==> config.mk <==
export PLATFORM = sky130hd
export DESIGN_NAME = triangular_fuzzifier_select
export DESIGN_NICKNAME = d
export VERILOG_FILES = /design/src/tfs_pkg.sv /design/src/triangular_fuzzifier_select.sv /design/src/tfs_divider.sv
export SDC_FILE = /design/constraint.sdc
export NUM_CORES = 2
export LEC_CHECK = 0
export BUFFER_PORTS_ARGS = -buffer_cell sky130_fd_sc_hd__buf_4
export CAP_MARGIN = 20
export CORE_MARGIN = 2
export CORE_UTILIZATION = 46
export DETAILED_ROUTE_END_ITERATION = 16
export PLACE_DENSITY = 0.62
export SYNTH_ARGS = -nofsm -noshare
export SYNTH_HDL_FRONTEND = slang
export SYNTH_SLANG_ARGS = --single-unit
export TNS_END_PERCENT = 100
==> constraint.sdc <==
create_clock -name i_clk -period 7.7 [get_ports i_clk]
set_input_delay 0.77 -clock i_clk [delete_from_list [all_inputs] [get_ports i_clk]]
set_output_delay 0.77 -clock i_clk [all_outputs]
set_load 0.01 [all_outputs]
==> src/tfs_pkg.sv <==
// ----------------------------------------------------------------------------
// tfs_pkg: shared types and constants
// Widths, sequencer states and divider request and response types for the fuzzifier.
// ----------------------------------------------------------------------------
package tfs_pkg;

    localparam int MAX_CATEGORIES_DEF = 16;
    localparam logic [14:0] WEIGHT_FULL = 15'd25600;
    localparam int DIV_W = 32;

    localparam logic OP_LOAD     = 1'b0;
    localparam logic OP_CLASSIFY = 1'b1;

    localparam logic [1:0] ADDR_NUM_CATEGORIES = 2'd0;

    typedef enum logic [3:0] {
        S_IDLE,
        S_WREAD,
        S_WDIV,
        S_WWAIT,
        S_DRAW,
        S_DWAIT,
        S_WALK,
        S_MREAD,
        S_MWAIT,
        S_OUT
    } t_state;

    typedef struct packed {
        logic              start;
        logic [DIV_W-1:0]  num;
        logic [DIV_W-1:0]  den;
    } t_div_req;

    typedef struct packed {
        logic              busy;
        logic              done;
        logic [DIV_W-1:0]  quo;
        logic [DIV_W-1:0]  rem;
    } t_div_rsp;

endpackage

==> src/triangular_fuzzifier_select.sv <==
// Sequencing: a load writes its slot's triangle on acceptance; a classify of N categories
//   runs its divisions on the shared divider (at most one per weight, one for the
//   draw, one per membership), so its results wait on the divider.
// Throughput: one transaction at a time; each result waits for m_axis_tready.
// Reset: synchronous active-low; clears control and num_categories; the
//   triangle memory and weights are undefined until written.
// ----------------------------------------------------------------------------
// triangular_fuzzifier_select: triangular membership fuzzifier
// Computes weighted memberships and a roulette pick over loaded triangles.
// ----------------------------------------------------------------------------
module triangular_fuzzifier_select #(
    parameter int MAX_CATEGORIES = tfs_pkg::MAX_CATEGORIES_DEF
) (
    input  logic        i_clk,
    input  logic        i_rst_n,
    input  logic        s_axis_tvalid,
    output logic        s_axis_tready,
    // slot[3:0], point_low[19:4], point_mid[35:20], point_high[51:36],
    // sample[67:52], random_word[83:68]
    input  logic [87:0] s_axis_tdata,
    // op
    input  logic        s_axis_tuser,
    output logic        m_axis_tvalid,
    input  logic        m_axis_tready,
    // category_slot[3:0], membership[19:4], chosen[23:20]
    output logic [23:0] m_axis_tdata,
    // out_of_range
    output logic        m_axis_tuser,
    output logic        m_axis_tlast,
    input  logic        psel,
    input  logic        penable,
    input  logic        pwrite,
    input  logic [2:0]  paddr,
    input  logic [31:0] pwdata,
    output logic [31:0] prdata,
    output logic        pready
);
    import tfs_pkg::*;

    localparam int IW = (MAX_CATEGORIES > 1) ? $clog2(MAX_CATEGORIES) : 1;
    localparam int CW = $clog2(MAX_CATEGORIES + 1);
    localparam int TW = 15 + CW;
    localparam int NLIM = (MAX_CATEGORIES < 16) ? MAX_CATEGORIES : 16;

    logic              in_op;
    logic [3:0]        in_slot;
    logic signed [15:0] in_lo, in_mi, in_hi, in_x;
    logic [15:0]       in_rand;

    assign in_op   = s_axis_tuser;
    assign in_slot = s_axis_tdata[3:0];
    assign in_lo   = s_axis_tdata[19:4];
    assign in_mi   = s_axis_tdata[35:20];
    assign in_hi   = s_axis_tdata[51:36];
    assign in_x    = s_axis_tdata[67:52];
    assign in_rand = s_axis_tdata[83:68];

    logic [47:0] mem_tri [MAX_CATEGORIES];
    logic [14:0] mem_w   [MAX_CATEGORIES];
    logic [47:0] r_tri_q;
    logic [14:0] r_w_q;

    logic [4:0]  r_ncfg;
    t_state      r_state, n_state;
    logic [CW-1:0] r_ncat, n_ncat;
    logic [CW-1:0] r_k, n_k;
    logic signed [15:0] r_x, n_x;
    logic [15:0] r_rand, n_rand;
    logic [TW-1:0] r_total, n_total;
    logic [TW-1:0] r_run, n_run;
    logic [15:0] r_draw, n_draw;
    logic [IW-1:0] r_chosen, n_chosen;
    logic        r_wzero, n_wzero;
    logic        r_walk_done, n_walk_done;
    logic [15:0] r_mem, n_mem;

    logic        accept, out_fire;
    logic        w_we;
    logic [14:0] w_wd;
    logic [IW-1:0] rd_idx;
    t_div_req    div_req;
    t_div_rsp    div_rsp;
    tfs_divider u_div (.i_clk(i_clk), .i_rst_n(i_rst_n), .i_req(div_req), .o_rsp(div_rsp));

    logic signed [16:0] t_lo, t_mi, t_hi, t_x;
    logic [16:0] num_d, den_d;
    logic        branch_ok, at_mid;
    logic [4:0]  cfg_clamped;
    logic [TW-9:0] intpart;

    assign accept   = s_axis_tvalid && s_axis_tready;
    assign out_fire = m_axis_tvalid && m_axis_tready;
    assign pready   = 1'b1;
    assign prdata   = (paddr[2] == ADDR_NUM_CATEGORIES[0]) ? {27'd0, r_ncfg} : 32'd0;
    assign rd_idx   = r_k[IW-1:0];

    assign t_lo = 17'($signed(r_tri_q[15:0]));
    assign t_mi = 17'($signed(r_tri_q[31:16]));
    assign t_hi = 17'($signed(r_tri_q[47:32]));
    assign t_x  = 17'(r_x);
    assign at_mid = (t_x == t_mi);
    always_comb begin
        branch_ok = 1'b0;
        num_d = '0;
        den_d = '1;
        if (t_x > t_lo && t_x < t_hi && !at_mid) begin
            branch_ok = 1'b1;
            if (t_x > t_mi) begin
                num_d = 17'(t_hi - t_x);
                den_d = 17'(t_hi - t_mi);
            end else begin
                num_d = 17'(t_x - t_lo);
                den_d = 17'(t_mi - t_lo);
            end
        end
    end

    assign cfg_clamped = (32'(r_ncfg) > NLIM) ? 5'(NLIM) : r_ncfg;
    assign intpart = r_total[TW-1:8];

    always_ff @(posedge i_clk) begin
        if (accept && in_op == OP_LOAD && 32'(in_slot) < MAX_CATEGORIES)
            mem_tri[IW'(in_slot)] <= {in_hi, in_mi, in_lo};
        if (w_we)
            mem_w[rd_idx] <= w_wd;
        r_tri_q <= mem_tri[rd_idx];
        r_w_q   <= mem_w[rd_idx];
    end

    always_comb begin
        n_state = r_state;
        unique case (r_state)
            S_IDLE:  if (accept && in_op == OP_CLASSIFY && cfg_clamped != 5'd0)
                         n_state = S_WREAD;
            S_WREAD: n_state = S_WDIV;
            S_WDIV:  n_state = branch_ok ? S_WWAIT :
                               (r_k == r_ncat - 1'b1 ? S_DRAW : S_WREAD);
            S_WWAIT: if (div_rsp.done)
                         n_state = (r_k == r_ncat - 1'b1) ? S_DRAW : S_WREAD;
            S_DRAW:  n_state = (r_total == '0 || intpart == '0) ? S_WALK : S_DWAIT;
            S_DWAIT: if (div_rsp.done) n_state = S_WALK;
            S_WALK:  if (r_walk_done) n_state = S_MREAD;
            S_MREAD: n_state = S_MWAIT;
            S_MWAIT: if (r_total == '0 || div_rsp.done) n_state = S_OUT;
            S_OUT:   if (out_fire)
                         n_state = (r_k == r_ncat - 1'b1) ? S_IDLE : S_MREAD;
            default: n_state = S_IDLE;
        endcase
    end

    always_comb begin
        n_ncat = r_ncat; n_k = r_k; n_x = r_x; n_rand = r_rand;
        n_total = r_total; n_run = r_run; n_draw = r_draw;
        n_chosen = r_chosen; n_wzero = r_wzero; n_walk_done = r_walk_done;
        n_mem = r_mem;
        w_we = 1'b0; w_wd = '0;
        div_req = '0;
        unique case (r_state)
            S_IDLE: begin
                if (accept && in_op == OP_CLASSIFY) begin
                    n_ncat = CW'(cfg_clamped);
                    n_k = '0; n_x = in_x; n_rand = in_rand; n_total = '0;
                end
            end
            S_WREAD: ;
            S_WDIV: begin
                if (branch_ok) begin
                    div_req.start = 1'b1;
                    div_req.num = DIV_W'(num_d) * DIV_W'(WEIGHT_FULL);
                    div_req.den = DIV_W'(den_d);
                end else begin
                    w_we = 1'b1;
                    w_wd = at_mid && t_x > t_lo && t_x < t_hi ? WEIGHT_FULL : 15'd0;
                    n_total = r_total + TW'(w_wd);
                    n_k = r_k + 1'b1;
                end
            end
            S_WWAIT: begin
                if (div_rsp.done) begin
                    w_we = 1'b1;
                    w_wd = div_rsp.quo[14:0];
                    n_total = r_total + TW'(w_wd);
                    n_k = r_k + 1'b1;
                end
            end
            S_DRAW: begin
                n_k = '0; n_chosen = '0; n_walk_done = 1'b0; n_wzero = 1'b1;
                n_draw = '0;
                if (r_total != '0 && intpart != '0) begin
                    div_req.start = 1'b1;
                    div_req.num = DIV_W'(r_rand);
                    div_req.den = DIV_W'(intpart);
                end
                if (r_total == '0) n_walk_done = 1'b1;
            end
            S_DWAIT: if (div_rsp.done) n_draw = div_rsp.rem[15:0];
            S_WALK: begin
                if (!r_walk_done) begin
                    if (r_wzero) begin
                        n_run = TW'(r_w_q);
                        n_wzero = 1'b0;
                        if (!(TW'(r_w_q) < TW'({r_draw, 8'd0})) || r_k == r_ncat - 1'b1)
                            n_walk_done = 1'b1;
                        else n_k = r_k + 1'b1;
                    end else if (r_k == CW'(r_chosen) + 1'b1) begin
                        // weight read for the new index lands next cycle
                        n_chosen = r_k[IW-1:0];
                    end else begin
                        n_run = r_run + TW'(r_w_q);
                        if (!(r_run + TW'(r_w_q) < TW'({r_draw, 8'd0})) ||
                            r_k == r_ncat - 1'b1)
                            n_walk_done = 1'b1;
                        else n_k = r_k + 1'b1;
                    end
                end else n_k = '0;
            end
            S_MREAD: ;
            S_MWAIT: begin
                if (r_total == '0) n_mem = '0;
                else if (!div_rsp.busy && !div_rsp.done) begin
                    div_req.start = 1'b1;
                    div_req.num = DIV_W'({r_w_q, 15'd0});
                    div_req.den = DIV_W'(r_total);
                end
                if (div_rsp.done) n_mem = div_rsp.quo[15:0];
            end
            S_OUT: if (out_fire) n_k = r_k + 1'b1;
            default: ;
        endcase
    end

    always_ff @(posedge i_clk) begin
        if (!i_rst_n) begin
            r_state <= S_IDLE;
            r_ncfg  <= '0;
            r_k     <= '0;
            r_walk_done <= 1'b0;
            r_wzero <= 1'b0;
        end else begin
            r_state <= n_state;
            r_k     <= n_k;
            r_walk_done <= n_walk_done;
            r_wzero <= n_wzero;
            if (psel && penable && pwrite && pready && paddr[2] == ADDR_NUM_CATEGORIES[0])
                r_ncfg <= pwdata[4:0];
        end
        r_ncat <= n_ncat; r_x <= n_x; r_rand <= n_rand; r_total <= n_total;
        r_run <= n_run; r_draw <= n_draw; r_chosen <= n_chosen; r_mem <= n_mem;
    end

    assign s_axis_tready = (r_state == S_IDLE);
    assign m_axis_tvalid = (r_state == S_OUT);
    assign m_axis_tdata  = {4'(r_chosen), r_mem, 4'(r_k)};
    assign m_axis_tuser  = (r_total == '0);
    assign m_axis_tlast  = (r_k == r_ncat - 1'b1);

endmodule

==> src/tfs_divider.sv <==
// ----------------------------------------------------------------------------
// tfs_divider: shared restoring divider
// Unsigned 32/32 division, one quotient bit per cycle.
// ----------------------------------------------------------------------------
module tfs_divider (
    input  logic              i_clk,
    input  logic              i_rst_n,
    input  tfs_pkg::t_div_req i_req,
    output tfs_pkg::t_div_rsp o_rsp
);
    import tfs_pkg::*;

    localparam int CW = $clog2(DIV_W + 1);

    logic [DIV_W-1:0] r_quo, n_quo;
    logic [DIV_W-1:0] r_rem, n_rem;
    logic [DIV_W-1:0] r_den, n_den;
    logic [CW-1:0]    r_cnt, n_cnt;
    logic             r_busy, n_busy;
    logic             r_done, n_done;
    logic [DIV_W:0]   trial;

    always_comb begin
        n_quo  = r_quo;
        n_rem  = r_rem;
        n_den  = r_den;
        n_cnt  = r_cnt;
        n_busy = r_busy;
        n_done = 1'b0;
        trial  = '0;
        if (i_req.start) begin
            n_quo  = i_req.num;
            n_rem  = '0;
            n_den  = i_req.den;
            n_cnt  = CW'(DIV_W);
            n_busy = 1'b1;
        end else if (r_busy) begin
            trial = {r_rem, r_quo[DIV_W-1]} - {1'b0, r_den};
            if (!trial[DIV_W]) begin
                n_rem = trial[DIV_W-1:0];
                n_quo = {r_quo[DIV_W-2:0], 1'b1};
            end else begin
                n_rem = {r_rem[DIV_W-2:0], r_quo[DIV_W-1]};
                n_quo = {r_quo[DIV_W-2:0], 1'b0};
            end
            n_cnt = r_cnt - 1'b1;
            if (r_cnt == CW'(1)) begin
                n_busy = 1'b0;
                n_done = 1'b1;
            end
        end
    end

    always_ff @(posedge i_clk) begin
        if (!i_rst_n) begin
            r_busy <= 1'b0;
            r_done <= 1'b0;
            r_cnt  <= '0;
        end else begin
            r_busy <= n_busy;
            r_done <= n_done;
            r_cnt  <= n_cnt;
        end
        r_quo <= n_quo;
        r_rem <= n_rem;
        r_den <= n_den;
    end

    assign o_rsp.busy = r_busy;
    assign o_rsp.done = r_done;
    assign o_rsp.quo  = r_quo;
    assign o_rsp.rem  = r_rem;

endmodule
# Word-level counts from Yosys, hierarchy flattened
# Memory sizes are Yosys's and may differ from the RTL's. A register that Yosys moved wholly into a read port is not among the register bits.
# Index checks and enable logic that the tools add are counted.
[totals]
register_bits = 229
latch_bits = 0
ram_bits = 1008
romBits = 0
out_inout_bits = 61
n_memories = 2
[op_classes]
n_addsub = 12
multipliers = 1
n_div = 0
magnitude_cmp = 6
n_eq_ne = 28
shift = 0
n_mux = 77
n_bitwise = 5
reduce_logical = 46
[memory_table]
columns = ["memory", "words", "word_bits", "rd", "rd_clocked_by_memory_dff", "wr", "line_no", "text"]
rows = [
  ["mem_tri", 16, 48, 1, 1, 1, "triangular_fuzzifier_select.sv:58", "logic [47:0] mem_tri [MAX_CATEGORIES];"],
  ["mem_w", 16, 15, 1, 1, 1, "triangular_fuzzifier_select.sv:59", "logic [14:0] mem_w [MAX_CATEGORIES];"],
]
[ops]
columns = ["cell", "n"]
rows = [
  ["$mux 65", 4],
  ["$pmux 65 s3", 1],
  ["$mux 32", 3],
  ["$mux 20", 4],
  ["$mux 17", 4],
  ["$sub 16x16->17", 4],
  ["$add 20x15->20", 3],
  ["$mux 15", 4],
  ["$pmux 20 s3", 1],
  ["$mux 5", 11],
  ["$mux 4", 10],
  ["$pmux 4 s10", 1],
  ["$sub 33x32->33", 1],
  ["$gt 16x16->1", 2],
  ["$mux 16", 2],
  ["$pmux 15 s2", 1],
  ["$pmux 5 s6", 1],
  ["$pmux 12 s2", 1],
  ["$mul 17x5->22 const B", 1],
  ["$logic_not 20->1", 1],
  ["$lt 15x20->1", 1],
  ["$lt 20x20->1", 1],
  ["$reduce_bool 20->1", 1],
  ["$mux 1", 19],
  ["40 further kinds", 93],
]

# Longest topological paths before layout
[logic_depth]
ltp_word = 9
ltp_mapped = 27

# Modules after synthesis
# From an unflattened synthesis, not the netlist that was laid out.
[hier_totals]
cells_unflattened = 3703
area_unflattened_um2 = 59007.8
[by_module_without_submodules]
columns = ["module", "instances", "cells_each", "area_per_inst_um2"]
rows = [
  ["triangular_fuzzifier_select", 1, 3091, 52836.9],
  ["tfs_divider", 1, 612, 6170.9],
]

# Worst setup path after synthesis
# No wires, ideal clock.
[synth_path]
kind = "reg2reg"
start = "register r_x[11]"
end = "register u_div.r_quo[30] (data pin)"
setup_ps = 267
arrival_ps = 5434
required_ps = 7433
path_slack_ps = 1999
path_stages_with_launch = 27
cell_sequence = "edfxtp_1 ha_1 nand4_1 or2_2 a311oi_1 nor3_1 nor3_1 clkbuf_1 clkbuf_1 nor2_1 a21oi_1 nor2_1 ha_1 ha_1 inv_1 fa_1 inv_1 ha_1 o21a_1 o31a_1 nor3_1 o21ai_0 a211o_1 a31o_2 a21oi_1 xor2_1 o21ai_0"
[synth_via]
elab_chain_cells = 8
[synth_rtl]
columns = ["item", "line_no", "text"]
rows = [
  ["start: declaration", "triangular_fuzzifier_select.sv:67", "logic signed [15:0] r_x, n_x;"],
  ["start signal: assignment", "triangular_fuzzifier_select.sv:247", "r_ncat <= n_ncat; r_x <= n_x; r_rand <= n_rand; r_total <= n_total;"],
  ["$gt 16x16->1, or another cell as far along", "triangular_fuzzifier_select.sv:106", "if (t_x > t_lo && t_x < t_hi && !at_mid) begin"],
  ["$logic_and 1x1->1 or $logic_not 1->1 (tied branches)", "triangular_fuzzifier_select.sv:106", ""],
  ["$logic_and 1x1->1", "triangular_fuzzifier_select.sv:106", ""],
  ["$mux 17", "triangular_fuzzifier_select.sv:106", ""],
  ["$mul 17x5->22", "triangular_fuzzifier_select.sv:169", "div_req.num = DIV_W'(num_d) * DIV_W'(WEIGHT_FULL);"],
  ["$mux 65 (*)", "triangular_fuzzifier_select.sv:167", "if (branch_ok) begin"],
  ["$pmux 65 s3 (*)", "triangular_fuzzifier_select.sv:158", "unique case (r_state)"],
  ["$mux 32 (*)", "tfs_divider.sv:31", "if (i_req.start) begin"],
  ["named net u_div.n_quo[30]", "tfs_divider.sv:15", "logic [DIV_W-1:0] r_quo, n_quo;"],
  ["end signal: assignment", "tfs_divider.sv:64", "r_quo <= n_quo;"],
  ["end: declaration", "tfs_divider.sv:15", ""],
]
# Mark *: on every way through the listed nets, which the timed path passes. The rest lies on a longest branch.
# A chain may end at the register's enable or synchronous reset.

# Worst setup path after layout
[layout_path]
start = "register r_x[13]"
end = "register u_div.r_quo[30] (data pin)"
# Same word-level chain as after synthesis.

==> metrics.txt <==
Vias=31300; Synth Instances=3507; multi-input gate area in the final layout=0.0185 mm2; fill count=10000; Hold Vio Cnt, Final=0; GR Overflow Total=0; Avg Cell Area, Syn=16.3 um2; Rows=129; M1 wire length=58000 um; Die ar.=0.127 mm2; # DRC=0; DRT antenna net count=0; FF+latch count, synth=1288; most frequent cells in the layout=edfxtp_1 (1169), mux4_2 (315), ha_1 (210); worst vdd rail ir drop=0.233 mV; CTS resizes=0; ys flop type=edfxtp_1; DR iter-0 viols=3222; GRT Util Overall=0.217; clock sinks=1288; CP max stage delay=0.72 ns; initial antenna violation count=13; DR WL met3=9820 um; ranking of synthesized cells by area=edfxtp_1 (61%), mux4_2 (12%), ha_1 (4.6%); met2 wire length=65100 um; # IOs=192; vias in the first global route=31200; Required @ worst endpoint=8.21 ns; slew of the pin with the lowest slew margin=1.13 ns; Slew Limit Fails=0; sequential cell area=0.0375 mm2; crit path kind=reg2reg; drt pass-1 iters=7; routability cong.=0.877; die extent in x=356 um; initial core utilization=0.463; Die H=356 um; post-synthesis cell type with the largest combined area=edfxtp_1; Worst-path clk slew=0.07 ns; most used cell, CP=ha_1; Worst Setup End Kind=flip-flop; Final Routed Wirelength=136000 um; design area=0.0647 mm2; Num CTS Buffers=136; Max transition margin=0.243; post-DR vias/cell=5.73; max layer used=met5; area delta synth->final=13.2%; Power Total=18400 uW; status=completed; top cell type's share of synthesized area=0.614; YS warnings=0; Crit-path slowest cell=a211oi_1; dpl hpwl=83000 um; IO buf count=130; Final period util=0.872; Max Freq=149 MHz; final critical-path required period=6.72 ns; htree depth=4; Worst Hold Class=in2reg; CTS tree=done; share of cells above drive strength 1=0.205; Max Cap Violations=0; CP cell instances=ha_1 > nand4_1 > or2_2 > a311oi_1 > nor3_1 > nor3_2 > buf_4 > nor2_1 > a211oi_1 > ha_1 > ha_1 > fa_1 > ha_1 > nor2b_1 > o31a_1 > nor3_1 > o21ai_0 > a211o_1 > a31o_2 > a21oi_1 > xor2_1 > o21ai_0; Final nets=4059; pre-CTS WS=1.09 ns; CP Launch Type=flip-flop; post-synthesis cell type count=79; RSZ-0062 raised after global routing=no; later-pin clock latency in the skew report=0.77 ns; most common cell after layout, fill and taps aside=edfxtp_1; TNS Setup=0 ns; core area=0.123 mm2; P per Cell Area=285 mW/mm2; Pleak=0.0227 uW; arrival time at the worst endpoint=7.23 ns; Post-synth EDFFs=1169; setup bufs post-CTS=0; worst hold slack=0.176 ns; first-pass GRT wire length=203000 um; clock skew=0.0343 ns; worst-path maximum fanout=35; largest net degree at the start of global routing=117; CTS max path bufs=3; hold buffers post-CTS=0; Setup WS post-layout=0.984 ns; Routed WL per cell=25.0 um; final setup vio count=0; placed cell area=0.0602 mm2; Async SR Flop Fraction=0; Mapped Area=0.0571 mm2; fraction of the yosys area taken by sequential cells=0.656; clock root cell=clkbuf_16
-- Yosys cell counts (18+ instances only) --
cell,n
a31oi_1,18
o21a_1,25
and3_1,37
and2_1,51
nand2b_1,38
a22oi_1,18
o21ai_0,132
nor3_1,54
nor2_1,162
edfxtp_1,1169
nand3_1,39
mux2i_1,24
nor4_1,19
a211oi_1,26
nand2_1,134
inv_1,185
mux4_2,315
fa_1,19
xor2_1,63
xnor2_1,78
dfxtp_1,119
a21o_1,29
a21oi_1,128
buf_1,27
ha_1,210
nor2b_1,37
buf_4,33
clkbuf_1,103
-- metal layers --
metal  track usage  vias up
met5             0        -
met4        0.0622       12
met3        0.0383      215
met2         0.349     1009
met1         0.304    15900
li1              -    14100
-- per-stage QoR --
| step | utilization | std cells |
|---|---|---|
| 2_1_floorplan | - | 3533 |
| 3_3_place_gp | 0.488 | 5197 |
| 3_5_place_dp | 0.488 | 5197 |
| 4_1_cts | 0.524 | 5446 |
| 5_1_grt | 0.524 | 5447 |
| 6_report | 0.524 | 5453 |
-- logic make-up after synthesis --
group                    count (synthesis)  synth area share
AO/OA/AOI/OAI                          509            0.0575
adder cells (fa/ha/maj)                229            0.0526
other                                    2          0.000131
multiplexers                           349             0.130
buffers and inverters                  353            0.0258
XOR/XNOR                               141            0.0216
flip-flops                            1288             0.656
AND/OR/NAND/NOR                        636            0.0558
-- registers in the layout, summed over array words and instances, names as in the netlist, 15 cells and up --
| signal | flops |
|---|---|
| r_run | 20 |
| u_div.r_rem | 32 |
| r_tri_q | 48 |
| u_div.r_quo | 32 |
| r_x | 16 |
| r_rand | 16 |
| r_total | 20 |
| mem_tri | 768 |
| mem_w | 240 |
| u_div.r_den | 20 |
| r_mem | 16 |
| r_w_q | 15 |
-- where the power goes --
group          total, uW  switching (uW)  internal, uW
Clock               6450            2730          3720
Combinational       3660            2090          1560
Sequential          8310             340          7970
-- final timing paths --
kind,start,to,slack (ns),cells past startpoint
worst min-delay path,s_axis_tdata[82],r_rand[14]$_DFFE_PP_,0.18,1
worst max register to register,r_x[13]$_DFFE_PP_,u_div.r_quo[30]$_DFFE_PP_,0.98,22
worst max-delay path,r_x[13]$_DFFE_PP_,u_div.r_quo[30]$_DFFE_PP_,0.98,22
worst min register to register,u_div.r_rem[15]$_SDFFE_PP0P_,u_div.r_rem[15]$_SDFFE_PP0P_,0.50,2
-- area by class of cell --
class	instances	share of cell area
Timing Repair Buffer	195	0.0232
Inverter	186	0.0108
Sequential cell	1288	0.580
Clock inverter	72	0.0102
Antenna cell	6	0.000232
Tap cell	1637	0.0317
Multi-Input combinational cell	1892	0.286
Clock buffer	177	0.0583
-- critical path, delay by kind of cell (launching register included) --
kind,cells,cell delay [ns]
and+or+nand+nor,7,1.17
xor gates and xnor gates,1,0.15
DFF,1,0.45
AOI/OAI and AO/OA,8,2.46
buffers and inverters,1,0.39
adders and majority gates,5,1.80
(Power assumes the default switching activity.)
